`src/design/psr_pkg.sv`:
```
`timescale 1ns / 1ps
// Shared types and constants for the polyline step resampler.
package psr_pkg;

   // Operand and result widths of the shared arithmetic unit.
   localparam int ARG_W = 32;
   localparam int OPB_W = 16;
   localparam int REM_W = 19;

   // Square root of a 32-bit value: one result bit per step.
   localparam int SQRT_STEPS = ARG_W / 2;

   // Step quotients never exceed the step length, so 13 quotient bits suffice
   // and the dividend (step length times a 16-bit magnitude) fits in 28 bits.
   localparam int QUO_BITS = 13;
   localparam int DVD_BITS = 28;
   localparam int CNT_W    = 5;

   typedef logic [1:0] arith_op_type;

   localparam arith_op_type OP_MUL  = 2'd0;
   localparam arith_op_type OP_SQRT = 2'd1;
   localparam arith_op_type OP_DIV  = 2'd2;

   typedef struct packed {
      logic         start;
      arith_op_type op;
   } arith_cmd_type;

   typedef struct packed {
      logic             done;
      logic [ARG_W-1:0] result;
   } arith_sts_type;

endpackage

```
`src/design/polyline_step_resampler.sv`:
```
`timescale 1ns / 1ps
// Top level of the polyline step resampler: sequencer, anchor state and output register.
//
// The block re-spaces a drawn stroke so that emitted points lie one step length
// apart. The first point of a stroke (tuser set, or any point before a stroke
// has begun) is echoed as a single beat with tlast set. For each later point the
// block walks from the last emitted point towards the new one, emitting a point
// every step length while the remaining distance is larger than the step, up to
// MAX_RUN points per input; tlast marks the final beat of each run, and an input
// that lies within one step of the anchor produces no beat at all. One input is
// worked on at a time and req_tready is low meanwhile. Any other input starts with a
// distance check, and each emitted point then takes the step computation, a
// further distance check and a load of the output register, which waits until
// the register is free. All of this runs on the single shared arithmetic unit,
// whose square root and two divisions are iterative. A finished beat waits in
// the output register, and the block carries on with the next input while it
// does. The step length is written through csr_wr_en and csr_wr_data; the
// user must do so only while the block is idle, as the block itself does not
// enforce it. It is clamped to 768..4096 when used.
module polyline_step_resampler #(
   parameter int MAX_RUN   = 60,
   parameter int FRAC_BITS = 8
) (
   input  logic        clock,
   input  logic        reset,
   // Input points.
   input  logic        req_tvalid,
   output logic        req_tready,
   input  logic [31:0] req_tdata,   // [15:0] point_x, [31:16] point_y
   input  logic        req_tuser,   // stroke_start
   // Resampled points.
   output logic        rsp_tvalid,
   input  logic        rsp_tready,
   output logic [31:0] rsp_tdata,   // [15:0] out_x, [31:16] out_y
   output logic        rsp_tlast,   // last_of_run
   // Step length register.
   input  logic        csr_wr_en,
   input  logic [12:0] csr_wr_data
);
   import psr_pkg::*;

   localparam int RUN_W    = $clog2(MAX_RUN + 1);
   localparam int STEP_MIN = 768;
   localparam int STEP_MAX = 4096;
   localparam int STEP_DEF = ((5 << FRAC_BITS) > STEP_MAX) ? STEP_MAX : (5 << FRAC_BITS);

   // Sequencer states. Each issue state starts the shared unit; the following
   // wait state holds until the unit reports completion.
   localparam logic [3:0] S_IDLE   = 4'd0;
   localparam logic [3:0] S_MULX   = 4'd1;
   localparam logic [3:0] S_WMULX  = 4'd2;
   localparam logic [3:0] S_MULY   = 4'd3;
   localparam logic [3:0] S_WMULY  = 4'd4;
   localparam logic [3:0] S_SQRT   = 4'd5;
   localparam logic [3:0] S_WSQRT  = 4'd6;
   localparam logic [3:0] S_PUSH   = 4'd7;
   localparam logic [3:0] S_MULLX  = 4'd8;
   localparam logic [3:0] S_WMULLX = 4'd9;
   localparam logic [3:0] S_DIVX   = 4'd10;
   localparam logic [3:0] S_WDIVX  = 4'd11;
   localparam logic [3:0] S_MULLY  = 4'd12;
   localparam logic [3:0] S_WMULLY = 4'd13;
   localparam logic [3:0] S_DIVY   = 4'd14;
   localparam logic [3:0] S_WDIVY  = 4'd15;

   // Clamp a 17-bit signed value to the coordinate range.
   function automatic logic signed [15:0] sat_coord(input logic signed [16:0] v);
      logic signed [15:0] r;
      if (v < -17'sd16384) begin
         r = -16'sd16384;
      end else if (v > 17'sd16384) begin
         r = 16'sd16384;
      end else begin
         r = v[15:0];
      end
      return r;
   endfunction

   logic [3:0]         state_ff, state_in;
   logic [12:0]        step_ff, step_in;
   logic signed [15:0] px_ff, px_in, py_ff, py_in;
   logic signed [15:0] ax_ff, ax_in, ay_ff, ay_in;
   logic               av_ff, av_in;
   logic [RUN_W-1:0]   count_ff, count_in;
   logic [ARG_W-1:0]   d2_ff, d2_in;
   logic [ARG_W-1:0]   work_ff, work_in;
   logic [OPB_W-1:0]   dist_ff, dist_in;
   logic [QUO_BITS-1:0] qx_ff, qx_in;
   logic               push_last_ff, push_last_in;
   logic               rsp_valid_ff, rsp_valid_in;
   logic [31:0]        rsp_data_ff, rsp_data_in;
   logic               rsp_last_ff, rsp_last_in;

   arith_cmd_type      cmd;
   arith_sts_type      sts;
   logic [ARG_W-1:0]   opa;
   logic [OPB_W-1:0]   opb;

   logic [12:0]        len;
   logic signed [16:0] dx, dy;
   logic [OPB_W-1:0]   adx, ady;
   logic               far;
   logic               slot_free;
   logic signed [16:0] step_x, step_y, sum_x, sum_y;

   psr_arith u_arith (
      .clock (clock),
      .reset (reset),
      .cmd   (cmd),
      .opa   (opa),
      .opb   (opb),
      .sts   (sts)
   );

   // Clamped step length, distance terms from the anchor to the input point, next anchor.
   always_comb begin
      len = step_ff;
      if (step_ff < 13'(STEP_MIN)) begin
         len = 13'(STEP_MIN);
      end else if (step_ff > 13'(STEP_MAX)) begin
         len = 13'(STEP_MAX);
      end
      dx  = $signed({px_ff[15], px_ff}) - $signed({ax_ff[15], ax_ff});
      dy  = $signed({py_ff[15], py_ff}) - $signed({ay_ff[15], ay_ff});
      adx = dx[16] ? 16'(-dx) : dx[15:0];
      ady = dy[16] ? 16'(-dy) : dy[15:0];
      far = (sts.result[OPB_W-1:0] > {3'b000, len}) && (count_ff < RUN_W'(MAX_RUN));
      // The quotient is a magnitude and takes the sign of the difference, which
      // truncates each step component towards zero.
      step_x = $signed({4'b0000, qx_ff});
      step_y = $signed({4'b0000, sts.result[QUO_BITS-1:0]});
      sum_x  = $signed({ax_ff[15], ax_ff}) + (dx[16] ? -step_x : step_x);
      sum_y  = $signed({ay_ff[15], ay_ff}) + (dy[16] ? -step_y : step_y);
   end

   // Commands to the shared unit.
   always_comb begin
      cmd.start = 1'b0;
      cmd.op    = OP_MUL;
      opa       = '0;
      opb       = '0;
      case (state_ff)
         S_MULX: begin
            cmd.start = 1'b1;
            opa       = {{(ARG_W-OPB_W){1'b0}}, adx};
            opb       = adx;
         end
         S_MULY: begin
            cmd.start = 1'b1;
            opa       = {{(ARG_W-OPB_W){1'b0}}, ady};
            opb       = ady;
         end
         S_SQRT: begin
            cmd.start = 1'b1;
            cmd.op    = OP_SQRT;
            opa       = d2_ff;
         end
         S_MULLX: begin
            cmd.start = 1'b1;
            opa       = {{(ARG_W-13){1'b0}}, len};
            opb       = adx;
         end
         S_MULLY: begin
            cmd.start = 1'b1;
            opa       = {{(ARG_W-13){1'b0}}, len};
            opb       = ady;
         end
         S_DIVX, S_DIVY: begin
            cmd.start = 1'b1;
            cmd.op    = OP_DIV;
            opa       = work_ff;
            opb       = dist_ff;
         end
         default: begin
            cmd.start = 1'b0;
         end
      endcase
   end

   // Sequencer. A computed point becomes the anchor at once but is only sent
   // after the next distance check, which decides whether it ends the run.
   always_comb begin
      state_in     = state_ff;
      step_in      = csr_wr_en ? csr_wr_data : step_ff;
      px_in        = px_ff;
      py_in        = py_ff;
      ax_in        = ax_ff;
      ay_in        = ay_ff;
      av_in        = av_ff;
      count_in     = count_ff;
      d2_in        = d2_ff;
      work_in      = work_ff;
      dist_in      = dist_ff;
      qx_in        = qx_ff;
      push_last_in = push_last_ff;
      slot_free    = ~rsp_valid_ff | rsp_tready;
      rsp_valid_in = rsp_tready ? 1'b0 : rsp_valid_ff;
      rsp_data_in  = rsp_data_ff;
      rsp_last_in  = rsp_last_ff;

      case (state_ff)
         S_IDLE: begin
            if (req_tvalid) begin
               px_in = sat_coord($signed({req_tdata[15], req_tdata[15:0]}));
               py_in = sat_coord($signed({req_tdata[31], req_tdata[31:16]}));
               if (req_tuser || !av_ff) begin
                  ax_in        = px_in;
                  ay_in        = py_in;
                  av_in        = 1'b1;
                  push_last_in = 1'b1;
                  state_in     = S_PUSH;
               end else begin
                  count_in = '0;
                  state_in = S_MULX;
               end
            end
         end
         S_MULX:   state_in = S_WMULX;
         S_WMULX: begin
            if (sts.done) begin
               d2_in    = sts.result;
               state_in = S_MULY;
            end
         end
         S_MULY:   state_in = S_WMULY;
         S_WMULY: begin
            if (sts.done) begin
               d2_in    = d2_ff + sts.result;
               state_in = S_SQRT;
            end
         end
         S_SQRT:   state_in = S_WSQRT;
         S_WSQRT: begin
            if (sts.done) begin
               dist_in = sts.result[OPB_W-1:0];
               if (count_ff != '0) begin
                  push_last_in = ~far;
                  state_in     = S_PUSH;
               end else if (far) begin
                  state_in = S_MULLX;
               end else begin
                  state_in = S_IDLE;
               end
            end
         end
         S_PUSH: begin
            if (slot_free) begin
               rsp_valid_in = 1'b1;
               rsp_data_in  = {ay_ff, ax_ff};
               rsp_last_in  = push_last_ff;
               state_in     = push_last_ff ? S_IDLE : S_MULLX;
            end
         end
         S_MULLX:  state_in = S_WMULLX;
         S_WMULLX: begin
            if (sts.done) begin
               work_in  = sts.result;
               state_in = S_DIVX;
            end
         end
         S_DIVX:   state_in = S_WDIVX;
         S_WDIVX: begin
            if (sts.done) begin
               qx_in    = sts.result[QUO_BITS-1:0];
               state_in = S_MULLY;
            end
         end
         S_MULLY:  state_in = S_WMULLY;
         S_WMULLY: begin
            if (sts.done) begin
               work_in  = sts.result;
               state_in = S_DIVY;
            end
         end
         S_DIVY:   state_in = S_WDIVY;
         S_WDIVY: begin
            if (sts.done) begin
               ax_in    = sat_coord(sum_x);
               ay_in    = sat_coord(sum_y);
               count_in = count_ff + RUN_W'(1);
               state_in = S_MULX;
            end
         end
         default: begin
            state_in = S_IDLE;
         end
      endcase
   end

   always_ff @(posedge clock) begin
      if (reset) begin
         state_ff     <= S_IDLE;
         step_ff      <= 13'(STEP_DEF);
         ax_ff        <= '0;
         ay_ff        <= '0;
         av_ff        <= 1'b0;
         count_ff     <= '0;
         push_last_ff <= 1'b0;
         rsp_valid_ff <= 1'b0;
      end else begin
         state_ff     <= state_in;
         step_ff      <= step_in;
         ax_ff        <= ax_in;
         ay_ff        <= ay_in;
         av_ff        <= av_in;
         count_ff     <= count_in;
         push_last_ff <= push_last_in;
         rsp_valid_ff <= rsp_valid_in;
      end
      px_ff       <= px_in;
      py_ff       <= py_in;
      d2_ff       <= d2_in;
      work_ff     <= work_in;
      dist_ff     <= dist_in;
      qx_ff       <= qx_in;
      rsp_data_ff <= rsp_data_in;
      rsp_last_ff <= rsp_last_in;
   end

   assign req_tready = (state_ff == S_IDLE);
   assign rsp_tvalid = rsp_valid_ff;
   assign rsp_tdata  = rsp_data_ff;
   assign rsp_tlast  = rsp_last_ff;

endmodule

```
`src/design/psr_arith.sv`:
```
`timescale 1ns / 1ps
// Shared arithmetic unit: registered multiply, iterative square root and divide.
module psr_arith (
   input  logic                   clock,
   input  logic                   reset,
   input  psr_pkg::arith_cmd_type cmd,
   input  logic [psr_pkg::ARG_W-1:0] opa,
   input  logic [psr_pkg::OPB_W-1:0] opb,
   output psr_pkg::arith_sts_type sts
);
   import psr_pkg::*;

   logic               busy_ff, busy_in;
   logic               done_ff, done_in;
   logic [CNT_W-1:0]   cnt_ff, cnt_in;
   arith_op_type       op_ff, op_in;
   logic [REM_W-1:0]   rem_ff, rem_in;
   logic [OPB_W-1:0]   q_ff, q_in;
   logic [ARG_W-1:0]   src_ff, src_in;
   logic [OPB_W-1:0]   dvs_ff, dvs_in;
   logic [ARG_W-1:0]   prod_ff, prod_in;

   logic               is_sqrt;
   logic [REM_W-1:0]   sub_a, sub_b, rem_step;
   logic [REM_W:0]     diff;
   logic               ge;

   // The one compare-and-subtract shared by both iterative operations.
   always_comb begin
      is_sqrt  = (op_ff == OP_SQRT);
      sub_a    = is_sqrt ? {rem_ff[REM_W-3:0], src_ff[ARG_W-1 -: 2]}
                         : {2'b00, rem_ff[OPB_W-1:0], src_ff[ARG_W-1]};
      sub_b    = is_sqrt ? {1'b0, q_ff, 2'b01}
                         : {3'b000, dvs_ff};
      diff     = {1'b0, sub_a} - {1'b0, sub_b};
      ge       = ~diff[REM_W];
      rem_step = ge ? diff[REM_W-1:0] : sub_a;
   end

   always_comb begin
      busy_in = busy_ff;
      done_in = 1'b0;
      cnt_in  = cnt_ff;
      op_in   = op_ff;
      rem_in  = rem_ff;
      q_in    = q_ff;
      src_in  = src_ff;
      dvs_in  = dvs_ff;
      prod_in = prod_ff;
      if (cmd.start) begin
         op_in = cmd.op;
         case (cmd.op)
            OP_MUL: begin
               prod_in = opa[OPB_W-1:0] * opb;
               done_in = 1'b1;
            end
            OP_SQRT: begin
               rem_in  = '0;
               q_in    = '0;
               src_in  = opa;
               cnt_in  = CNT_W'(SQRT_STEPS);
               busy_in = 1'b1;
            end
            OP_DIV: begin
               rem_in  = REM_W'(opa[DVD_BITS-1:QUO_BITS]);
               q_in    = '0;
               src_in  = {opa[QUO_BITS-1:0], {(ARG_W-QUO_BITS){1'b0}}};
               dvs_in  = opb;
               cnt_in  = CNT_W'(QUO_BITS);
               busy_in = 1'b1;
            end
            default: begin
               busy_in = 1'b0;
            end
         endcase
      end else if (busy_ff) begin
         rem_in = rem_step;
         q_in   = {q_ff[OPB_W-2:0], ge};
         src_in = is_sqrt ? {src_ff[ARG_W-3:0], 2'b00} : {src_ff[ARG_W-2:0], 1'b0};
         cnt_in = cnt_ff - CNT_W'(1);
         if (cnt_ff == CNT_W'(1)) begin
            busy_in = 1'b0;
            done_in = 1'b1;
         end
      end
   end

   always_ff @(posedge clock) begin
      if (reset) begin
         busy_ff <= 1'b0;
         done_ff <= 1'b0;
         cnt_ff  <= '0;
         op_ff   <= OP_MUL;
      end else begin
         busy_ff <= busy_in;
         done_ff <= done_in;
         cnt_ff  <= cnt_in;
         op_ff   <= op_in;
      end
      rem_ff  <= rem_in;
      q_ff    <= q_in;
      src_ff  <= src_in;
      dvs_ff  <= dvs_in;
      prod_ff <= prod_in;
   end

   assign sts.done   = done_ff;
   assign sts.result = (op_ff == OP_MUL) ? prod_ff : {{(ARG_W-OPB_W){1'b0}}, q_ff};

endmodule

```
`config.mk`:
```
export PLATFORM = sky130hd
export DESIGN_NAME = polyline_step_resampler
export DESIGN_NICKNAME = d
export VERILOG_FILES = /design/src/design/psr_pkg.sv /design/src/design/polyline_step_resampler.sv /design/src/design/psr_arith.sv
export SDC_FILE = /design/constraint.sdc
export NUM_CORES = 2
export LEC_CHECK = 0
export ABC_AREA = 1
export BUFFER_PORTS_ARGS = -buffer_cell sky130_fd_sc_hd__buf_2
export CELL_PAD_IN_SITES_DETAIL_PLACEMENT = 1
export CELL_PAD_IN_SITES_GLOBAL_PLACEMENT = 2
export CORE_UTILIZATION = 39
export DETAILED_ROUTE_END_ITERATION = 10
export GPL_TIMING_DRIVEN = 0
export PLACE_DENSITY_LB_ADDON = 0.1
export SKIP_LAST_GASP = 1
export SYNTH_ARGS = -nofsm -noshare
export SYNTH_HDL_FRONTEND = slang
export SYNTH_SLANG_ARGS = --single-unit
```
`constraint.sdc`:
```
create_clock -name clock -period 8.7 [get_ports clock]
set_input_delay 1.74 -clock clock [delete_from_list [all_inputs] [get_ports clock]]
set_output_delay 1.74 -clock clock [all_outputs]
set_load 0.01 [all_outputs]
```
* Yosys cells after proc, flatten, opt, wreduce, memory -nomap -nowiden
Cells that the tools add are included.
** Word-level totals
- Register bits after elaboration :: 338
- Logic and storage cells :: 201
** Operators by class
- Add/sub/neg operators :: 12
- Multiply operators :: 1
- Order comparisons :: 12
- Equal/unequal tests :: 34
- Multiplexer cells :: 80
- Bitwise gates (word level) :: 4
- Reductions and logical operators :: 33
** Operator list (number)
- 2-to-1 mux 16 bit :: 19
- 2-to-1 mux 32 bit :: 6
- case mux 32 bit (5 select lines) :: 1
- case mux 32 bit (2 select lines) :: 2
- 2-to-1 mux 17 bit :: 5
- case mux 16 bit (2 select lines) :: 2
- case mux 4 bit (16 select lines) :: 1
- 2-to-1 mux 4 bit :: 12
- case mux 16 bit (3 select lines) :: 1
- adder 16 x 17 -> 17 bit :: 2
- greater-than comparator 17 x 16 -> 1 bit, second input constant :: 2
- < comparator 17 x 15 -> 1 bit, second input constant :: 2
- negation 13 -> 17 bit :: 2
- case mux 17 bit (2 select lines) :: 1
- subtractor 16 x 16 -> 17 bit :: 2
- adder 32 bit :: 1
- == test 4 bit, second input constant :: 8
- greater-than comparator 16 bit, second input constant :: 2
- < comparator 16 x 15 -> 1 bit, second input constant :: 2
- multiplier 16 x 16 -> 32 bit :: 1
- negation 16 bit :: 2
- 2-to-1 mux 13 bit :: 2
- subtractor 19 x 18 -> 20 bit :: 1
- 2-to-1 mux 19 bit :: 1
- 40 further kinds :: 96

* Depth between registers and ports, before layout
- Depth after elaboration :: 10
- Mapped depth :: 43
- Depth with buffers taken out :: 43

* By module
Synthesis repeated with hierarchy kept, for this count alone.
** Unflattened totals
- Cell total of the unflattened synthesis :: 4474
- Area total of the unflattened synthesis :: 33054.2 µm²
** Modules (own cells, without submodules)
- polyline_step_resampler :: instances 1, cells each 2392, area an instance 17006.3 µm²
- psr_arith :: instances 1, cells each 2082, area an instance 16047.9 µm²

* Worst setup path before layout
Ideal clock, no wire load.
- Path type :: flip-flop to flip-flop
- From :: register px_ff[0]
- To :: register u_arith.prod_ff[31] (data pin)
- Setup time :: 0.264 ns
- Arrival :: 7.032 ns
- Data required time :: 8.436 ns
- Setup slack :: 1.405 ns
- Cell stages (with the launch flop) :: 38
- Path through :: edfxtp_1 > inv_1 > ha_1 > inv_1 > fa_1 > nand2_2 > nand2_1 > o21ai_0 > nand2_1 > nand2_1 > nand3_1 > nor2_1 > nand3_1 > o21ai_2 > nand4_1 > nand2_1 > nand2_1 > nand3b_4 > (+2 left out) > fa_1 > fa_1 > inv_1 > fa_1 > fa_1 > fa_1 > inv_1 > fa_1 > inv_1 > ha_1 > nand2_1 > nor2_1 > nand3_1 > o2111ai_1 > a21oi_1 > o21bai_1 > a31oi_1 > xor2_1
** On the way
- Word-level cells in the longest chain between the ends :: 5
** Ends and longest elaborated chain
- start: declaration :: RTL line polyline_step_resampler.sv:81 : logic signed [15:0] px_ff, px_in, py_ff, py_in;
- start signal: assignment :: RTL line polyline_step_resampler.sv:310 : px_ff <= px_in;
- subtractor 16 x 16 -> 17 bit (*) :: RTL line polyline_step_resampler.sv:123 : dx = $signed({px_ff[15], px_ff}) - $signed({ax_ff[15], ax_ff});
- negation 16 bit :: RTL line polyline_step_resampler.sv:125 : adx = dx[16] ? 16'(-dx) : dx[15:0];
- 2-to-1 mux 16 bit (*) :: RTL line polyline_step_resampler.sv:125
- case mux 32 bit (5 select lines) / case mux 16 bit (3 select lines) (equally long branches) :: RTL line polyline_step_resampler.sv:142 : case (state_ff)
- multiplier 16 x 16 -> 32 bit (*) :: RTL line psr_arith.sv:54 : prod_in = opa[OPB_W-1:0] * opb;
- end signal: assignment :: RTL line psr_arith.sv:104 : prod_ff <= prod_in;
- end: declaration :: RTL line psr_arith.sv:21 : logic [ARG_W-1:0] prod_ff, prod_in;
Mark *: on every way between the ends. The rest lies on a longest branch, timed or not.
A chain may end at the register's enable or synchronous reset.

* Worst setup path after layout
- From :: register ax_ff[0]
- To :: register u_arith.prod_ff[25] (data pin)
** On the way
- Word-level cells in the longest chain between the ends :: 5
** Ends and longest elaborated chain
- start: declaration :: RTL line polyline_step_resampler.sv:82 : logic signed [15:0] ax_ff, ax_in, ay_ff, ay_in;
- start signal: assignment :: RTL line polyline_step_resampler.sv:303 : ax_ff <= ax_in;
- subtractor 16 x 16 -> 17 bit (*) :: RTL line polyline_step_resampler.sv:123
- negation 16 bit :: RTL line polyline_step_resampler.sv:125
- 2-to-1 mux 16 bit (*) :: RTL line polyline_step_resampler.sv:125
- case mux 32 bit (5 select lines) / case mux 16 bit (3 select lines) (equally long branches) :: RTL line polyline_step_resampler.sv:142
- multiplier 16 x 16 -> 32 bit (*) :: RTL line psr_arith.sv:54
Marks and branches as above.

==> key figures <==
Routing
  • DRC viols: 0
  • WL/cell: between 20 and 25 um
  • Via count: 28730
  • Total wire length: roughly 120 mm
  • Detail Route Antenna Nets: 0
  • Vias/cell: approximately 5.3
  • DRT Pass-1 Iters: 5
  • DRT iter0 DRCs: just under 2000

Power and ir drop
  • Switch share: 0.5478
  • Gate power share: 0.723
  • Power per cell area: about 460 nW/um2
  • Peak VDD IR: approximately 0.17 mV
  • Power Internal: 7545 uW
  • Clk network pwr share: 0.116
  • Sw Pwr: around 9100 uW
  • Leakage power: around 0.018 uW
  • Seq pwr share: 0.161

Global routing
  • Antenna violations before repair: 1
  • Largest net degree at the start of global routing: 34
  • GRT Util Overall: 0.2917
  • Vias in the first global route: approximately 30000
  • Final global-route overflow total: 0
  • First-pass GRT wire length: between 150 and 200 mm

Timing
  • Hold Vio Cnt, Final: 0
  • Final Setup Violations: 0
  • Skew final: around 0.043 ns
  • Slew Viols, Final: 0
  • Slew of the pin with the lowest slew margin: about 1.3 ns
  • Relative slew slack: 0.09919
  • Setup TNS: 0 ns
  • Min Hold Slack: 0.4701 ns
  • FMAX: between 100 and 150 MHz
  • Final min period: roughly 8.4 ns
  • Setup ws final: roughly 0.26 ns
  • Tcrit/Tclk final: 0.9699

Clock network
  • Worst-path clk slew: roughly 0.060 ns
  • Clk sink count: 338
  • Htree depth: 2
  • Worst-Skew Late Latency: approximately 0.6 ns
  • TritonCTS buffer count: 43
  • Max clock buf depth: 3
  • # hold bufs at CTS: 0
  • CTS tree: yes
  • Root Buffer: clkbuf_16

Yosys
  • Mapped cell area: between 30000 and 40000 um2
  • Synth top area cells: edfxtp_1 25%, nand2_1 13%, fa_1 12%
  • Area leader, netlist: edfxtp_1
  • Post-synth EDFFs: between 200 and 300
  • Mean area per synthesized cell: approximately 7.7 um2
  • Synth Flop Type: edfxtp_1
  • Syn nets: between 4000 and 5000
  • Number of synthesized register bits: between 300 and 400
  • Cell variety after synth: 63
  • Sequential area share after synthesis: 0.2952
  • Cells after Synth: about 4200
  • Yosys warning count: 0
  • Ys async rst share: 0
  • Top-area cell type share of the netlist area: 0.2534

Placed design
  • IO Port Bufs: 85
  • DP Cell Count: between 5000 and 6000
  • Post-detail-place hpwl: about 97 mm
  • Placer Congestion: around 0.93
  • Pre-CTS setup slack: -0.8124 ns

Status
  • Status: completed

Critical path
  • Crit end category: flop
  • Register-to-Register Path Depth: 36
  • Setup CP Type: reg2reg
  • Max FO, Critical Path: 10
  • Crit-path slowest cell: fa_1
  • CP max stage delay: between 0.5 and 0.6 ns
  • Worst Setup Start Kind: flop
  • Crit path arrival time: a little under 9 ns
  • CP delay by family, top: adder cells
  • Worst Path Required: approximately 9 ns
  • Most used cell, CP: fa_1
  • WP depth: 36
  • Worst Path Buf+Inv: 6

Run
  • Max_cap viols: 0

Floorplanning
  • IO Pins: 86
  • Initial Utilization: 0.3968
  • Die Wd: 289.0 um
  • Die area: about 83000 um2
  • Die H: 289.0 um
  • Rows: roughly 100
  • Core Region: approximately 80000 um2

Layout
  • Nets: a little under 5000
  • Antenna cells: 0
  • Final cell count without fillers: 5449
  • Share of layout cells above drive strength 1: 0.1005
  • Area grow syn2layout: 14.04%
  • Util after Layout: 0.4525

Min path
  • Class of the worst hold path: reg2reg
  • Hold depth: 1
==> final timing paths <==
path / from / endpoint / slack (ns)
hold reg to reg: av_ff / av_ff / 0.47
hold / removal: av_ff / av_ff / 0.47
setup reg to reg: ax_ff[0] / u_arith.prod_ff[25] / 0.26
setup / recovery: ax_ff[0] / u_arith.prod_ff[25] / 0.26
==> power groups by stage <==
stage               clock network (uW)  registers, uW  logic (uW)
finish                            1940           2690       12100
floorplan                            0           2600        7360
global route                      2020           2730       13200
global placement                     0           2750       10800
detailed placement                   0           2730       11000
CTS                               1970           2700       11500
==> routing by layer <==
metal  vias up  routed length [um]  track usage
met5         -                  13            0
met4         2                2302      0.05487
li1      13680                   -            -
met3       120                7555      0.04157
met2       673               53430       0.4623
met1     14250               56810       0.4236
==> sequential cells by signal (all words and copies together), names as in the netlist, 13 cells and up <==
register and flops:
ax_ff 16, ay_ff 16, d2_ff 32, dist_ff 16, px_ff 16, py_ff 16, qx_ff 13, rsp_tdata 32
step_ff 13, u_arith.dvs_ff 16, u_arith.prod_ff 32, u_arith.q_ff 16, u_arith.rem_ff 17, u_arith.src_ff 32, work_ff 32
==> cell type report <==
class	count	area [um2]
Fill cell	10040	44320
Multi-Input combinational cell	2916	19680
Sequential cell	338	9488
Inverter	797	2997
Tap cell	1060	1326
Clock buffer	58	1207
Timing Repair Buffer	142	957.2
Buffer	116	681.9
Clock inverter	22	285.3
==> Yosys cell counts (19+ instances only) <==
library cell and count:
nor3_1 50, xnor2_1 47, nand4_1 35, a21oi_1 234, buf_2 19, nand3_1 178, xor2_1 79, a22o_1 19
o21ai_0 208, nor2_1 291, clkbuf_1 62, inv_1 786, nand3b_1 23, edfxtp_1 271, nand2_1 1082, dfxtp_1 67
ha_1 241, o211ai_1 19, fa_1 200
==> through the flow <==
step	total power (uW)	cell area (um2)
6_report	16690	36620
5_1_grt	17990	36620
4_1_cts	16170	36040
3_5_place_dp	13720	34070
3_3_place_gp	13570	33870
2_1_floorplan	9967	32110
==> cells in the final DEF, fill, tap and decap left out, types with 10 or more instances in the layout <==
| cell type | instances |
|---|---|
| nor2_2 | 19 |
| nand2_1 | 1074 |
| o21ai_1 | 13 |
| fa_1 | 198 |
| nor4_1 | 11 |
| a31oi_1 | 17 |
| edfxtp_1 | 271 |
| o211ai_1 | 19 |
| nand2_2 | 18 |
| nand3b_1 | 23 |
| o21ai_0 | 202 |
| nand3_4 | 11 |
| ha_1 | 234 |
| dfxtp_1 | 60 |
| inv_1 | 782 |
| o21bai_1 | 11 |
| nand3_1 | 171 |
| nand4_1 | 35 |
| nor3_1 | 44 |
| buf_4 | 59 |
| buf_2 | 101 |
| a22o_1 | 19 |
| inv_2 | 11 |
| a21oi_1 | 228 |
| xnor2_1 | 41 |
| buf_6 | 26 |
| nor2_1 | 276 |
| xor2_2 | 10 |
| clkbuf_16 | 44 |
| clkbuf_1 | 69 |
| xor2_1 | 69 |
| or2_2 | 18 |
| a21o_1 | 18 |
==> cells by family (layout without fill, tap and decap cells) <==
group,after synthesis,in the layout,synth area share
mux,1,1,0.0003117
xor+xnor,130,130,0.03639
buf+inv,913,1135,0.1130
compound gates,607,607,0.1101
fa+ha+maj,441,441,0.2186
flops,338,338,0.2952
simple gates,1737,1737,0.2264
==> what timing repair did <==
action / CTS / global route
buffers inserted: 18 / 28
endpoints found under the hold margin: 0 / 0
setup endpoints to repair: 17 / 14
cloned: 0 / 0
pin swaps: 15 / 33
resized for setup: 57 / 86
Power figures use the tool's default switching activity.
